===== src/hw/rtl/mtw_pkg.sv =====
// Shared types and constants for the multi-thread heartbeat watchdog.
// Holds command, status and register codes, the controller state type and the result word.
// No dependencies; mtw_ctrl and the core in hw/rtl refer to it by scoped names.
package mtw_pkg;

  localparam int ID_W     = 32;
  localparam int TICK_W   = 32;
  localparam int CMD_W    = 3;
  localparam int STATUS_W = 3;
  localparam int CFG_W    = 32;

  localparam logic [CMD_W-1:0] CMD_BEAT    = 3'd0;
  localparam logic [CMD_W-1:0] CMD_REMOVE  = 3'd1;
  localparam logic [CMD_W-1:0] CMD_SUSPEND = 3'd2;
  localparam logic [CMD_W-1:0] CMD_RESUME  = 3'd3;
  localparam logic [CMD_W-1:0] CMD_CHECK   = 3'd4;

  localparam logic [STATUS_W-1:0] STAT_OK          = 3'd0;
  localparam logic [STATUS_W-1:0] STAT_FULL        = 3'd1;
  localparam logic [STATUS_W-1:0] STAT_NOT_FOUND   = 3'd2;
  localparam logic [STATUS_W-1:0] STAT_RESUME_ZERO = 3'd3;
  localparam logic [STATUS_W-1:0] STAT_SUSPEND_SAT = 3'd4;

  localparam logic REG_HANG_TIMEOUT = 1'b0;
  localparam logic REG_CHECK_ENABLE = 1'b1;

  typedef enum logic [1:0] {
    CS_IDLE,
    CS_SCAN,
    CS_UPDATE,
    CS_DONE
  } ctrl_state_t;

  typedef struct packed {
    logic                hung_found;
    logic [ID_W-1:0]     hung_id;
    logic                beating;
    logic [STATUS_W-1:0] status;
  } result_t;

endpackage


===== src/hw/rtl/mtw_slot_mem.sv =====
// Slot table memory: one entry per slot holding client id, last beat tick and suspend count.
// Synchronous write, synchronous read: rd_data is registered and updated in the cycle after rd_en.
// Depends on nothing beyond its parameters.
module mtw_slot_mem #(
  parameter int DEPTH  = 16,
  parameter int WIDTH  = 72,
  parameter int ADDR_W = 4
) (
  input  logic              clk,
  input  logic              rd_en,
  input  logic [ADDR_W-1:0] rd_addr,
  output logic [WIDTH-1:0]  rd_data,
  input  logic              wr_en,
  input  logic [ADDR_W-1:0] wr_addr,
  input  logic [WIDTH-1:0]  wr_data
);

  logic [WIDTH-1:0] mem [DEPTH];

  always_ff @(posedge clk) begin
    if (wr_en) begin
      mem[wr_addr] <= wr_data;
    end
  end

  always_ff @(posedge clk) begin
    if (rd_en) begin
      rd_data <= mem[rd_addr];
    end
  end

endmodule


===== src/hw/rtl/mtw_ctrl.sv =====
// Command sequencer: scans the slot memory one entry a cycle, then writes back at most one entry.
// Keeps the slot valid bits in flip-flops and produces one result word per command.
// Depends on mtw_pkg and mtw_slot_mem.
module mtw_ctrl #(
  parameter int NUM_SLOTS    = 16,
  parameter int SUSPEND_BITS = 8
) (
  input  logic                         clk,
  input  logic                         rst,
  input  logic                         in_valid,
  output logic                         in_stall,
  input  logic [mtw_pkg::CMD_W-1:0]    cmd,
  input  logic [mtw_pkg::ID_W-1:0]     client_id,
  input  logic [mtw_pkg::TICK_W-1:0]   now_ticks,
  input  logic [mtw_pkg::TICK_W-1:0]   hang_timeout,
  input  logic                         check_enable,
  output logic                         res_valid,
  input  logic                         res_take,
  output mtw_pkg::result_t             res
);

  localparam int IDX_W   = (NUM_SLOTS > 1) ? $clog2(NUM_SLOTS) : 1;
  localparam int CNT_W   = $clog2(NUM_SLOTS + 1);
  localparam int ENTRY_W = mtw_pkg::ID_W + mtw_pkg::TICK_W + SUSPEND_BITS;
  localparam logic [IDX_W-1:0]        LAST_IDX = IDX_W'(NUM_SLOTS - 1);
  localparam logic [CNT_W-1:0]        SLOTS_C  = CNT_W'(NUM_SLOTS);
  localparam logic [SUSPEND_BITS-1:0] SUSP_MAX = {SUSPEND_BITS{1'b1}};
  localparam logic [SUSPEND_BITS-1:0] SUSP_ZERO = '0;

  mtw_pkg::ctrl_state_t state, state_next;

  logic [mtw_pkg::CMD_W-1:0]  cmd_q;
  logic [mtw_pkg::ID_W-1:0]   id_q;
  logic [mtw_pkg::TICK_W-1:0] now_q;
  logic [CNT_W-1:0]           cnt;
  logic                       rd_en;
  logic                       rd_vld;
  logic [IDX_W-1:0]           rd_idx;
  logic [ENTRY_W-1:0]         rd_data;
  logic [NUM_SLOTS-1:0]       valid;

  // Scan results: lowest matching slot, lowest free slot, lowest hung slot.
  logic                       hit;
  logic [IDX_W-1:0]           hit_idx;
  logic [SUSPEND_BITS-1:0]    hit_cnt;
  logic [mtw_pkg::TICK_W-1:0] hit_last;
  logic                       free_ok;
  logic [IDX_W-1:0]           free_idx;
  logic                       hung_ok;
  logic [IDX_W-1:0]           hung_idx;
  logic [mtw_pkg::ID_W-1:0]   hung_id;

  logic [mtw_pkg::ID_W-1:0]   e_id;
  logic [mtw_pkg::TICK_W-1:0] e_last;
  logic [SUSPEND_BITS-1:0]    e_cnt;
  logic [mtw_pkg::TICK_W-1:0] age;
  logic                       armed;
  logic                       e_valid;
  logic                       e_match;
  logic                       e_hung;

  logic                       wr_en;
  logic [IDX_W-1:0]           wr_addr;
  logic [ENTRY_W-1:0]         wr_data;
  logic                       vset;
  logic                       vclr;
  logic [IDX_W-1:0]           vidx;
  logic [SUSPEND_BITS-1:0]    dec_cnt;
  mtw_pkg::result_t           res_next;

  mtw_slot_mem #(
    .DEPTH  (NUM_SLOTS),
    .WIDTH  (ENTRY_W),
    .ADDR_W (IDX_W)
  ) u_mem (
    .clk     (clk),
    .rd_en   (rd_en),
    .rd_addr (cnt[IDX_W-1:0]),
    .rd_data (rd_data),
    .wr_en   (wr_en),
    .wr_addr (wr_addr),
    .wr_data (wr_data)
  );

  assign {e_id, e_last, e_cnt} = rd_data;
  assign armed   = check_enable && (hang_timeout != '0);
  assign age     = now_q - e_last;
  assign e_valid = rd_vld && valid[rd_idx];
  assign e_match = e_valid && (e_id == id_q);
  assign e_hung  = e_valid && armed && (e_cnt == SUSP_ZERO) && (age > hang_timeout);
  assign dec_cnt = hit_cnt - SUSPEND_BITS'(1);

  always_ff @(posedge clk) begin
    if (rst) begin
      state <= mtw_pkg::CS_IDLE;
    end else begin
      state <= state_next;
    end
  end

  always_comb begin
    state_next = state;
    in_stall   = 1'b1;
    rd_en      = 1'b0;
    res_valid  = 1'b0;
    unique case (state)
      mtw_pkg::CS_IDLE: begin
        in_stall = 1'b0;
        if (in_valid) begin
          state_next = mtw_pkg::CS_SCAN;
        end
      end
      mtw_pkg::CS_SCAN: begin
        rd_en = (cnt < SLOTS_C);
        if (rd_vld && (rd_idx == LAST_IDX)) begin
          state_next = mtw_pkg::CS_UPDATE;
        end
      end
      mtw_pkg::CS_UPDATE: begin
        state_next = mtw_pkg::CS_DONE;
      end
      mtw_pkg::CS_DONE: begin
        res_valid = 1'b1;
        if (res_take) begin
          state_next = mtw_pkg::CS_IDLE;
        end
      end
      default: begin
        state_next = mtw_pkg::CS_IDLE;
      end
    endcase
  end

  always_ff @(posedge clk) begin
    if (rst) begin
      rd_vld <= 1'b0;
      valid  <= '0;
    end else begin
      rd_vld <= rd_en;
      if (vset) begin
        valid[vidx] <= 1'b1;
      end
      if (vclr) begin
        valid[vidx] <= 1'b0;
      end
    end
  end

  always_ff @(posedge clk) begin
    rd_idx <= cnt[IDX_W-1:0];
    if (state == mtw_pkg::CS_IDLE && in_valid) begin
      cmd_q   <= cmd;
      id_q    <= client_id;
      now_q   <= now_ticks;
      cnt     <= '0;
      hit     <= 1'b0;
      free_ok <= 1'b0;
      hung_ok <= 1'b0;
    end else if (state == mtw_pkg::CS_SCAN) begin
      if (rd_en) begin
        cnt <= cnt + CNT_W'(1);
      end
      if (e_match && !hit) begin
        hit      <= 1'b1;
        hit_idx  <= rd_idx;
        hit_cnt  <= e_cnt;
        hit_last <= e_last;
      end
      if (rd_vld && !valid[rd_idx] && !free_ok) begin
        free_ok  <= 1'b1;
        free_idx <= rd_idx;
      end
      if (e_hung && !hung_ok) begin
        hung_ok  <= 1'b1;
        hung_idx <= rd_idx;
        hung_id  <= e_id;
      end
    end
    if (state == mtw_pkg::CS_UPDATE) begin
      res <= res_next;
    end
  end

  // Write-back decision. Ids are unique among valid slots, so a removed id stops beating.
  always_comb begin
    wr_en    = 1'b0;
    wr_addr  = hit_idx;
    wr_data  = {id_q, now_q, hit_cnt};
    vset     = 1'b0;
    vclr     = 1'b0;
    vidx     = hit_idx;
    res_next.hung_found = 1'b0;
    res_next.hung_id    = '0;
    res_next.beating    = hit && (hit_cnt == SUSP_ZERO);
    res_next.status     = mtw_pkg::STAT_OK;
    if (state == mtw_pkg::CS_UPDATE) begin
      unique case (cmd_q)
        mtw_pkg::CMD_BEAT: begin
          if (hit) begin
            wr_en = 1'b1;
          end else if (free_ok) begin
            wr_en   = 1'b1;
            wr_addr = free_idx;
            wr_data = {id_q, now_q, SUSP_ZERO};
            vset    = 1'b1;
            vidx    = free_idx;
            res_next.beating = 1'b1;
          end else begin
            res_next.status = mtw_pkg::STAT_FULL;
          end
        end
        mtw_pkg::CMD_REMOVE: begin
          if (hit) begin
            vclr = 1'b1;
            res_next.beating = 1'b0;
          end else begin
            res_next.status = mtw_pkg::STAT_NOT_FOUND;
          end
        end
        mtw_pkg::CMD_SUSPEND: begin
          if (!hit) begin
            res_next.status = mtw_pkg::STAT_NOT_FOUND;
          end else if (hit_cnt == SUSP_MAX) begin
            res_next.status = mtw_pkg::STAT_SUSPEND_SAT;
          end else begin
            wr_en   = 1'b1;
            wr_data = {id_q, hit_last, hit_cnt + SUSPEND_BITS'(1)};
            res_next.beating = 1'b0;
          end
        end
        mtw_pkg::CMD_RESUME: begin
          if (!hit) begin
            res_next.status = mtw_pkg::STAT_NOT_FOUND;
          end else if (hit_cnt == SUSP_ZERO) begin
            res_next.status = mtw_pkg::STAT_RESUME_ZERO;
          end else begin
            wr_en = 1'b1;
            // Leaving the last suspend restamps the entry.
            wr_data = {id_q, (dec_cnt == SUSP_ZERO) ? now_q : hit_last, dec_cnt};
            res_next.beating = (dec_cnt == SUSP_ZERO);
          end
        end
        mtw_pkg::CMD_CHECK: begin
          if (hung_ok) begin
            wr_en   = 1'b1;
            wr_addr = hung_idx;
            wr_data = {hung_id, now_q, SUSP_ZERO};
            res_next.hung_found = 1'b1;
            res_next.hung_id    = hung_id;
          end
        end
        default: begin
        end
      endcase
    end
  end

endmodule


===== src/hw/rtl/multi_thread_heartbeat_watchdog_core.sv =====
// Top level of the multi-thread heartbeat watchdog: configuration registers and result register.
// Depends on mtw_pkg and mtw_ctrl (which holds mtw_slot_mem).
//
//   channel  | signals                                         | direction
//   ---------+-------------------------------------------------+----------
//   input    | in_valid, in_stall, cmd, client_id, now_ticks   | in
//   result   | out_valid, out_stall, hung_found, hung_id,      | out
//            | beating, status                                 |
//   config   | cfg_we, cfg_index, cfg_data                     | in
//
// Every command walks the whole slot memory through its single read port, one entry a cycle,
// then writes back at most one entry in CS_UPDATE before the result is offered in CS_DONE.
// A new word is taken once the previous result has moved into the output register.
// Reset clears the valid bits, the configuration registers and the handshake state; no memory sweep is needed.
// A stalled result holds in the output register while the next command is already scanning.
module multi_thread_heartbeat_watchdog_core #(
  parameter int NUM_SLOTS    = 16,
  parameter int SUSPEND_BITS = 8
) (
  input  logic                          clk,
  input  logic                          rst,
  input  logic                          in_valid,
  output logic                          in_stall,
  input  logic [mtw_pkg::CMD_W-1:0]     cmd,
  input  logic [mtw_pkg::ID_W-1:0]      client_id,
  input  logic [mtw_pkg::TICK_W-1:0]    now_ticks,
  output logic                          out_valid,
  input  logic                          out_stall,
  output logic                          hung_found,
  output logic [mtw_pkg::ID_W-1:0]      hung_id,
  output logic                          beating,
  output logic [mtw_pkg::STATUS_W-1:0]  status,
  input  logic                          cfg_we,
  input  logic                          cfg_index,
  input  logic [mtw_pkg::CFG_W-1:0]     cfg_data
);

  logic [mtw_pkg::TICK_W-1:0] hang_timeout;
  logic                       check_enable;
  logic                       res_valid;
  logic                       res_take;
  mtw_pkg::result_t           res;

  always_ff @(posedge clk) begin
    if (rst) begin
      hang_timeout <= '0;
      check_enable <= 1'b0;
    end else if (cfg_we) begin
      unique case (cfg_index)
        mtw_pkg::REG_HANG_TIMEOUT: hang_timeout <= cfg_data[mtw_pkg::TICK_W-1:0];
        mtw_pkg::REG_CHECK_ENABLE: check_enable <= cfg_data[0];
        default: begin
        end
      endcase
    end
  end

  mtw_ctrl #(
    .NUM_SLOTS    (NUM_SLOTS),
    .SUSPEND_BITS (SUSPEND_BITS)
  ) u_ctrl (
    .clk          (clk),
    .rst          (rst),
    .in_valid     (in_valid),
    .in_stall     (in_stall),
    .cmd          (cmd),
    .client_id    (client_id),
    .now_ticks    (now_ticks),
    .hang_timeout (hang_timeout),
    .check_enable (check_enable),
    .res_valid    (res_valid),
    .res_take     (res_take),
    .res          (res)
  );

  assign res_take = !out_valid || !out_stall;

  always_ff @(posedge clk) begin
    if (rst) begin
      out_valid <= 1'b0;
    end else if (res_valid && res_take) begin
      out_valid <= 1'b1;
    end else if (!out_stall) begin
      out_valid <= 1'b0;
    end
  end

  always_ff @(posedge clk) begin
    if (res_valid && res_take) begin
      hung_found <= res.hung_found;
      hung_id    <= res.hung_id;
      beating    <= res.beating;
      status     <= res.status;
    end
  end

endmodule


===== config.mk =====
export PLATFORM = sky130hd
export DESIGN_NAME = multi_thread_heartbeat_watchdog_core
export DESIGN_NICKNAME = d
export VERILOG_FILES = /design/src/hw/rtl/mtw_pkg.sv /design/src/hw/rtl/mtw_slot_mem.sv /design/src/hw/rtl/mtw_ctrl.sv /design/src/hw/rtl/multi_thread_heartbeat_watchdog_core.sv
export SDC_FILE = /design/constraint.sdc
export NUM_CORES = 2
export LEC_CHECK = 0
export ABC_AREA = 1
export BUFFER_PORTS_ARGS = -buffer_cell sky130_fd_sc_hd__buf_2
export CAP_MARGIN = 10
export CORE_ASPECT_RATIO = 1.1
export CORE_MARGIN = 3
export CORE_UTILIZATION = 43
export CTS_CLUSTER_SIZE = 10
export DETAILED_ROUTE_END_ITERATION = 7
export MAX_ROUTING_LAYER = met4
export SLEW_MARGIN = 20
export SYNTH_ARGS = -nofsm -noshare
export SYNTH_HDL_FRONTEND = slang
export SYNTH_SLANG_ARGS = --single-unit
export TNS_END_PERCENT = 20

===== constraint.sdc =====
create_clock -name clk -period 5.61 [get_ports clk]
set_input_delay 0.2805 -clock clk [delete_from_list [all_inputs] [get_ports clk]]
set_output_delay 0.2805 -clock clk [all_outputs]
set_load 0.01 [all_outputs]

# After elaboration in Yosys (flattened, before gate mapping)
# Memories as Yosys holds them, arrays and structs flattened. A register that Yosys moved wholly into a read port is not among the register bits.
# Index checks and enable logic that the tools add are counted.
[word_totals]
memories = 1
wordCells = 161
register_bits = 290
mem_bits_ro = 0
output_inout_bits = 39
ramBits = 1152
in_bits = 105
latchBits = 0
[mem_list]
columns = ["name", "depth", "word_bits", "read_ports", "rd_ports_with_merged_regs", "write_ports", "line", "source"]
rows = [
  ["u_ctrl.u_mem.mem", 16, 72, 1, 1, 1, "mtw_slot_mem.sv:18", "logic [WIDTH-1:0] mem [DEPTH];"],
]
[classes]
div_mod_pow = 0
mul = 0
n_reduce_logical = 39
mux = 65
n_bitwise = 5
n_eq_ne = 14
addsub = 4
n_shift = 0
order_cmp = 5
[ops]
columns = ["operator", "count"]
rows = [
  ["$pmux W72 S4", 1],
  ["$mux W40", 4],
  ["$mux W72", 2],
  ["$mux W16", 3],
  ["$mux W33", 1],
  ["$eq A32 B32 Y1", 1],
  ["$gt A32 B32 Y1", 1],
  ["$mux W32", 1],
  ["$reduce_bool A32 Y1", 1],
  ["$sub A32 B32 Y32", 1],
  ["$mux W1", 30],
  ["$mux W4", 7],
  ["$logic_not A8 Y1", 3],
  ["$and A16 B16 Y16", 1],
  ["$mux W8", 2],
  ["$not A16 Y16", 1],
  ["$or A16 B16 Y16", 1],
  ["$pmux W4 S4", 1],
  ["$logic_and A1 B1 Y1", 15],
  ["$reduce_and A2 Y1", 7],
  ["$reduce_and A3 Y1", 4],
  ["$lt A4 B5 Y1 const B", 2],
  ["$mux W2", 5],
  ["$mux W3", 3],
  ["24 further kinds", 34],
]

# Logic depth before layout (Yosys ltp)
[logic_depth]
word_depth = 13
mapped_depth = 24
mapped_depth_nobuf = 24

# By module
# From an unflattened synthesis, not the netlist that was laid out.
[hier_totals]
hier_cells = 6640
hier_area_um2 = 67424.7
[by_module_without_submodules]
columns = ["module", "n_inst", "seq_area_each_um2", "area_per_inst_um2", "cells_each"]
rows = [
  ["mtw_slot_mem", 1, 36755.3, 51493.1, 4731],
  ["mtw_ctrl", 1, 6266.0, 13290.2, 1653],
  ["multi_thread_heartbeat_watchdog_core", 1, 1791.7, 2641.3, 256],
]

# Worst setup path after synthesis
# OpenSTA, ideal clock, no wires.
[synth_timing]
path_type = "register to register"
startpoint = "register u_ctrl.state[0]"
endpoint = "memory u_ctrl.u_mem.mem[4][0], enable pin"
setup_ps = 503
path_stages_with_launch = 11
path_buffers = 0
period_less_slack_ps = 6055
t_arrival_ps = 5552
slack_ps = -445
required_ps = 5107
cell_sequence = "dfxtp_1 inv_1 ha_1 inv_2 nor2_4 nand2_1 a22oi_1 inv_1 a21oi_1 nand2_1 nor2_1"
[synth_via]
elab_chain_len = 4
word_cells_on_any_way = 5
classes_between = "eq/ne (1); mux (4)"
[synth_rtl]
columns = ["item", "line", "source"]
rows = [
  ["start, declared", "mtw_ctrl.sv:30", "mtw_pkg::ctrl_state_t state, state_next;"],
  ["start signal, assigned", "mtw_ctrl.sv:95", "state <= mtw_pkg::CS_IDLE;"],
  ["start signal, assigned", "mtw_ctrl.sv:97", "state <= state_next;"],
  ["$eq A2 B2 Y1 *", "mtw_ctrl.sv:196", "if (state == mtw_pkg::CS_UPDATE) begin"],
  ["$mux W1", "mtw_ctrl.sv:196", ""],
  ["$mux W1", "mtw_slot_mem.sv:21", "if (wr_en) begin"],
  ["$mux W1 (not written as such)", "mtw_slot_mem.sv:22", "mem[wr_addr] <= wr_data;"],
  ["end, declared", "mtw_slot_mem.sv:18", ""],
]
# Mark *: on every way between the ends. The rest lies on a longest branch, timed or not.

# Worst setup path after layout
[layout_timing]
startpoint = "register u_ctrl.now_q[14] in the netlist's numbering"
endpoint = "register u_ctrl.hung_id[20] in the netlist's numbering, enable pin"
[layout_via]
elab_chain_len = 5
[layout_rtl]
columns = ["item", "line", "source"]
rows = [
  ["start, declared", "mtw_ctrl.sv:34", "logic [mtw_pkg::TICK_W-1:0] now_q;"],
  ["start signal, assigned", "mtw_ctrl.sv:154", "now_q <= now_ticks;"],
  ["$sub A32 B32 Y32", "mtw_ctrl.sv:87", "assign age = now_q - e_last;"],
  ["$gt A32 B32 Y1", "mtw_ctrl.sv:90", "assign e_hung = e_valid && armed && (e_cnt == SUSP_ZERO) && (age > hang_timeout);"],
  ["$logic_and A1 B1 Y1", "mtw_ctrl.sv:90", ""],
  ["$logic_and A1 B1 Y1", "mtw_ctrl.sv:173", "if (e_hung && !hung_ok) begin"],
  ["$reduce_and A3 Y1 (no source line)", "--", ""],
  ["end signal, assigned", "mtw_ctrl.sv:176", "hung_id <= e_id;"],
  ["end, declared", "mtw_ctrl.sv:51", "logic [mtw_pkg::ID_W-1:0] hung_id;"],
]
# Every way passes these cells.
# A chain may end at the register's enable or synchronous reset.

==> metrics <==
status complete, no violations; worst skew pair latency 810 ps; Die W around 370 um; DR DRC count 0; Area Overhead vs Synth 14.8%; via/cell ratio about 5.6; Yosys top cell area share 69.4%; GR Overflow Total 0; worst r2r src u_ctrl.now_q[14]; Reg clk slew, reported paths 60 ps; share of power burned in registers between 40% and 50%; Max-slew headroom between 20% and 30%; largest net degree at the start of global routing between 150 and 200; Worst IR Drop VDD 404 uV; Max Cap Viol 0; Net Count, Synth 5177; Mapped Avg Cell Area ~13 um2; vias in the first global route 39100; TritonCTS buffer count between 150 and 200; CP Max Fanout 18; global placement routability congestion approximately 0.9; kind of start point of the critical path register; period utilisation layout between 80 and 90%; ANT nets after route 0; Post-synth EDFFs ~1400; CTS max path bufs 3; clk root buf clkbuf_16; design area approximately 72000 um2; PostCTS Resize Cnt 0; IO buf count ~140; sw frac between 30% and 40%; postcts setup bufs 0; Tmin final around 4700 ps; worst min path class input port to register; # IOs about 140; FF-to-FF path depth 18; Sw Pwr roughly 9600 uW; Reg2Reg Setup Slack between 900 and 1000 ps; Cells after Synth between 4000 and 5000; DR vias ~41000; Critical Path Start u_ctrl.now_q[14]; worst setup path endpoint u_ctrl.hung_id[20]; WL per Instance approximately 23 um; #FFs+latches synth roughly 1500; Worst Tran Pin Value around 1100 ps; Netlist cell types 45; die area between 150000 and 200000 um2; DRT iter0 DRCs 4413; pins over their slew limit 0; pwr dens around 430 nW/um2; clock skew roughly 36 ps; layout cells sized above 1 a little under a tenth; P_int 21600 uW; all-layer global routing usage between 20% and 30%; final setup violation count 0; Comb power frac 22.8%; first-pass GRT wire length about 250000 um; TNS Setup 0 ps; Initial Util ~43%; Post-CTS Hold Buffers roughly 110; RSZ-0062 raised after global routing false; register area share after synthesis a little under three quarters; Nets around 5400; Post-Syn Area approximately 63000 um2; Crit Path Class register to register; worst r2r dst u_ctrl.hung_id[20]; area leader, netlist edfxtp_1; # H-tree levels 4; initial antenna violation count 4; Async SR Flop Fraction 0%; final hold violation count 0; Rows about 150; Yosys Warn Count 0; Placed Area about 66000 um2; CP Data Arrival Time approximately 5200 ps; Pleak around 0.025 uW; Core ar. 144000 um2; CTS tree done; ranking of synthesized cells by area edfxtp_1 (69%), nor2_1 (5.0%), nand2_1 (3.8%); clock power share between 30% and 40%; Critical Path End Type register; drt first pass iters 5; Die Y just over 400 um; WL final approximately 170000 um; Max Fclk around 210 MHz; Critical Path RT 6110 ps; predominant post-synthesis flop cell edfxtp_1; Detailed Place HPWL between 90000 and 100000 um; clk sinks around 1500
==> worst min path at each step <==
stage / from / end / slack [ps] / depth (start not counted)
6_report: rst / u_ctrl.valid[6] / 130 / 2
3_3_place_gp: u_ctrl.res[1] / status[1] / 400 / 0
5_1_grt: now_ticks[31] / u_ctrl.now_q[31] / 140 / 2
2_1_floorplan: u_ctrl.cnt[2] / u_ctrl.rd_idx[2] / 330 / 0
4_1_cts: rst / u_ctrl.valid[6] / 90 / 2
3_5_place_dp: u_ctrl.cnt[3] / u_ctrl.rd_idx[3] / 400 / 0
==> logic make-up after synthesis <==
kind of cell / count (synthesis) / share of synthesized area [%]
AO/OA/AOI/OAI: 938 / 9.87
XOR/XNOR: 35 / 0.489
adder cells (fa/ha/maj): 73 / 1.47
multiplexers: 116 / 1.85
AND/OR/NAND/NOR: 1745 / 11.1
flip-flops: 1514 / 71.5
buffers and inverters: 578 / 3.65
==> cell usage in the layout, fill, tap and decap left out, types with 7 or more instances in the layout <==
master and count:
edfxtp_1 1449, nor2_1 815, nand2_1 627, o21ai_0 387
inv_1 282, nand3_1 227, clkbuf_16 176, o32ai_1 173
buf_2 143, o221ai_1 119, mux2i_1 116, dlygate4sd3_1 105
a21oi_1 73, ha_1 71, buf_4 69, o211ai_1 65
dfxtp_1 62, a211oi_1 32, buf_12 28, clkbuf_1 27
xor2_1 25, o21ai_1 23, nor2_4 21, nand4_1 14
inv_2 13, nor4_1 13, o22ai_1 12, o21bai_1 11
xnor2_1 10, nor3_1 10, clkinv_16 10, a31oi_1 7
==> state kept, by name, summed over array words and instances (netlist names), 5 cells and up <==
register,count
hang_timeout,32
hung_id,32
u_ctrl.cnt,5
u_ctrl.hit_cnt,8
u_ctrl.hit_last,32
u_ctrl.hung_id,32
u_ctrl.id_q,32
u_ctrl.now_q,32
u_ctrl.res,37
u_ctrl.u_mem.mem,1152
u_ctrl.u_mem.rd_data,72
u_ctrl.valid,16
==> power by group through the flow <==
stage | clock [uW] | sequential, uW | combinational [uW]
after global routing | 10800 | 14000 | 7960
after CTS | 10300 | 14000 | 7130
after global placement | 0 | 14200 | 6940
final | 10100 | 14000 | 7120
after floorplan | 0 | 14000 | 4960
after detailed placement | 0 | 14200 | 7040
==> cell usage after synthesis, types with 72 or more instances <==
library cell and count:
buf_2 79, a21oi_1 74, o221ai_1 119, clkbuf_1 177, edfxtp_1 1449, inv_1 288
o32ai_1 173, mux2i_1 116, nand3_1 227, nand2_1 628, ha_1 72, nor2_1 835
o21ai_0 392
==> area by class of cell <==
cell class                      instances  area (um2)
Fill cell                           12400       72400
Sequential cell                      1514       44800
Multi-Input combinational cell       2907       15700
Clock buffer                          207        4560
Timing Repair Buffer                  345        2850
Tap cell                             1924        2410
Inverter                              300        1140
Clock inverter                         20         423
Antenna cell                            1        2.50
==> per-stage QoR <==
step	instances	hold WS (ps)	util, %	power, uW	setup WS (ps)
6_report	7218	130	49.8	31200	955
5_1_grt	7217	145	49.8	32800	363
4_1_cts	7217	86.8	49.8	31400	833
3_5_place_dp	6885	401	45.7	21200	841
3_3_place_gp	6885	403	45.7	21100	830
2_1_floorplan	4999	329	-	18900	-445
==> routing by layer <==
| layer | up-vias | GRT usage [%] | routed length (um) |
|---|---|---|---|
| met5 | - | - | 0 |
| met4 | 0 | 5.47 | 3020 |
| met3 | 230 | 3.44 | 12300 |
| met2 | 1473 | 34.5 | 77400 |
| met1 | 20400 | 32.0 | 74000 |
| li1 | 18700 | - | - |
==> worst max-delay path: stages, from the launching register on <==
cell	delay, ps
edfxtp_1	410
ha_1	410
nand2_1	120
nor2_1	200
nand3_1	90
o21ai_0	640
nand3_1	180
nand3_1	140
nand2_1	60
ha_1	280
nand2_1	70
nor2_1	140
nand3_1	120
nor4_1	250
nand2_1	90
nand2_1	60
nand2_1	180
inv_2	540
buf_4	340
(Power assumes the default switching activity.)
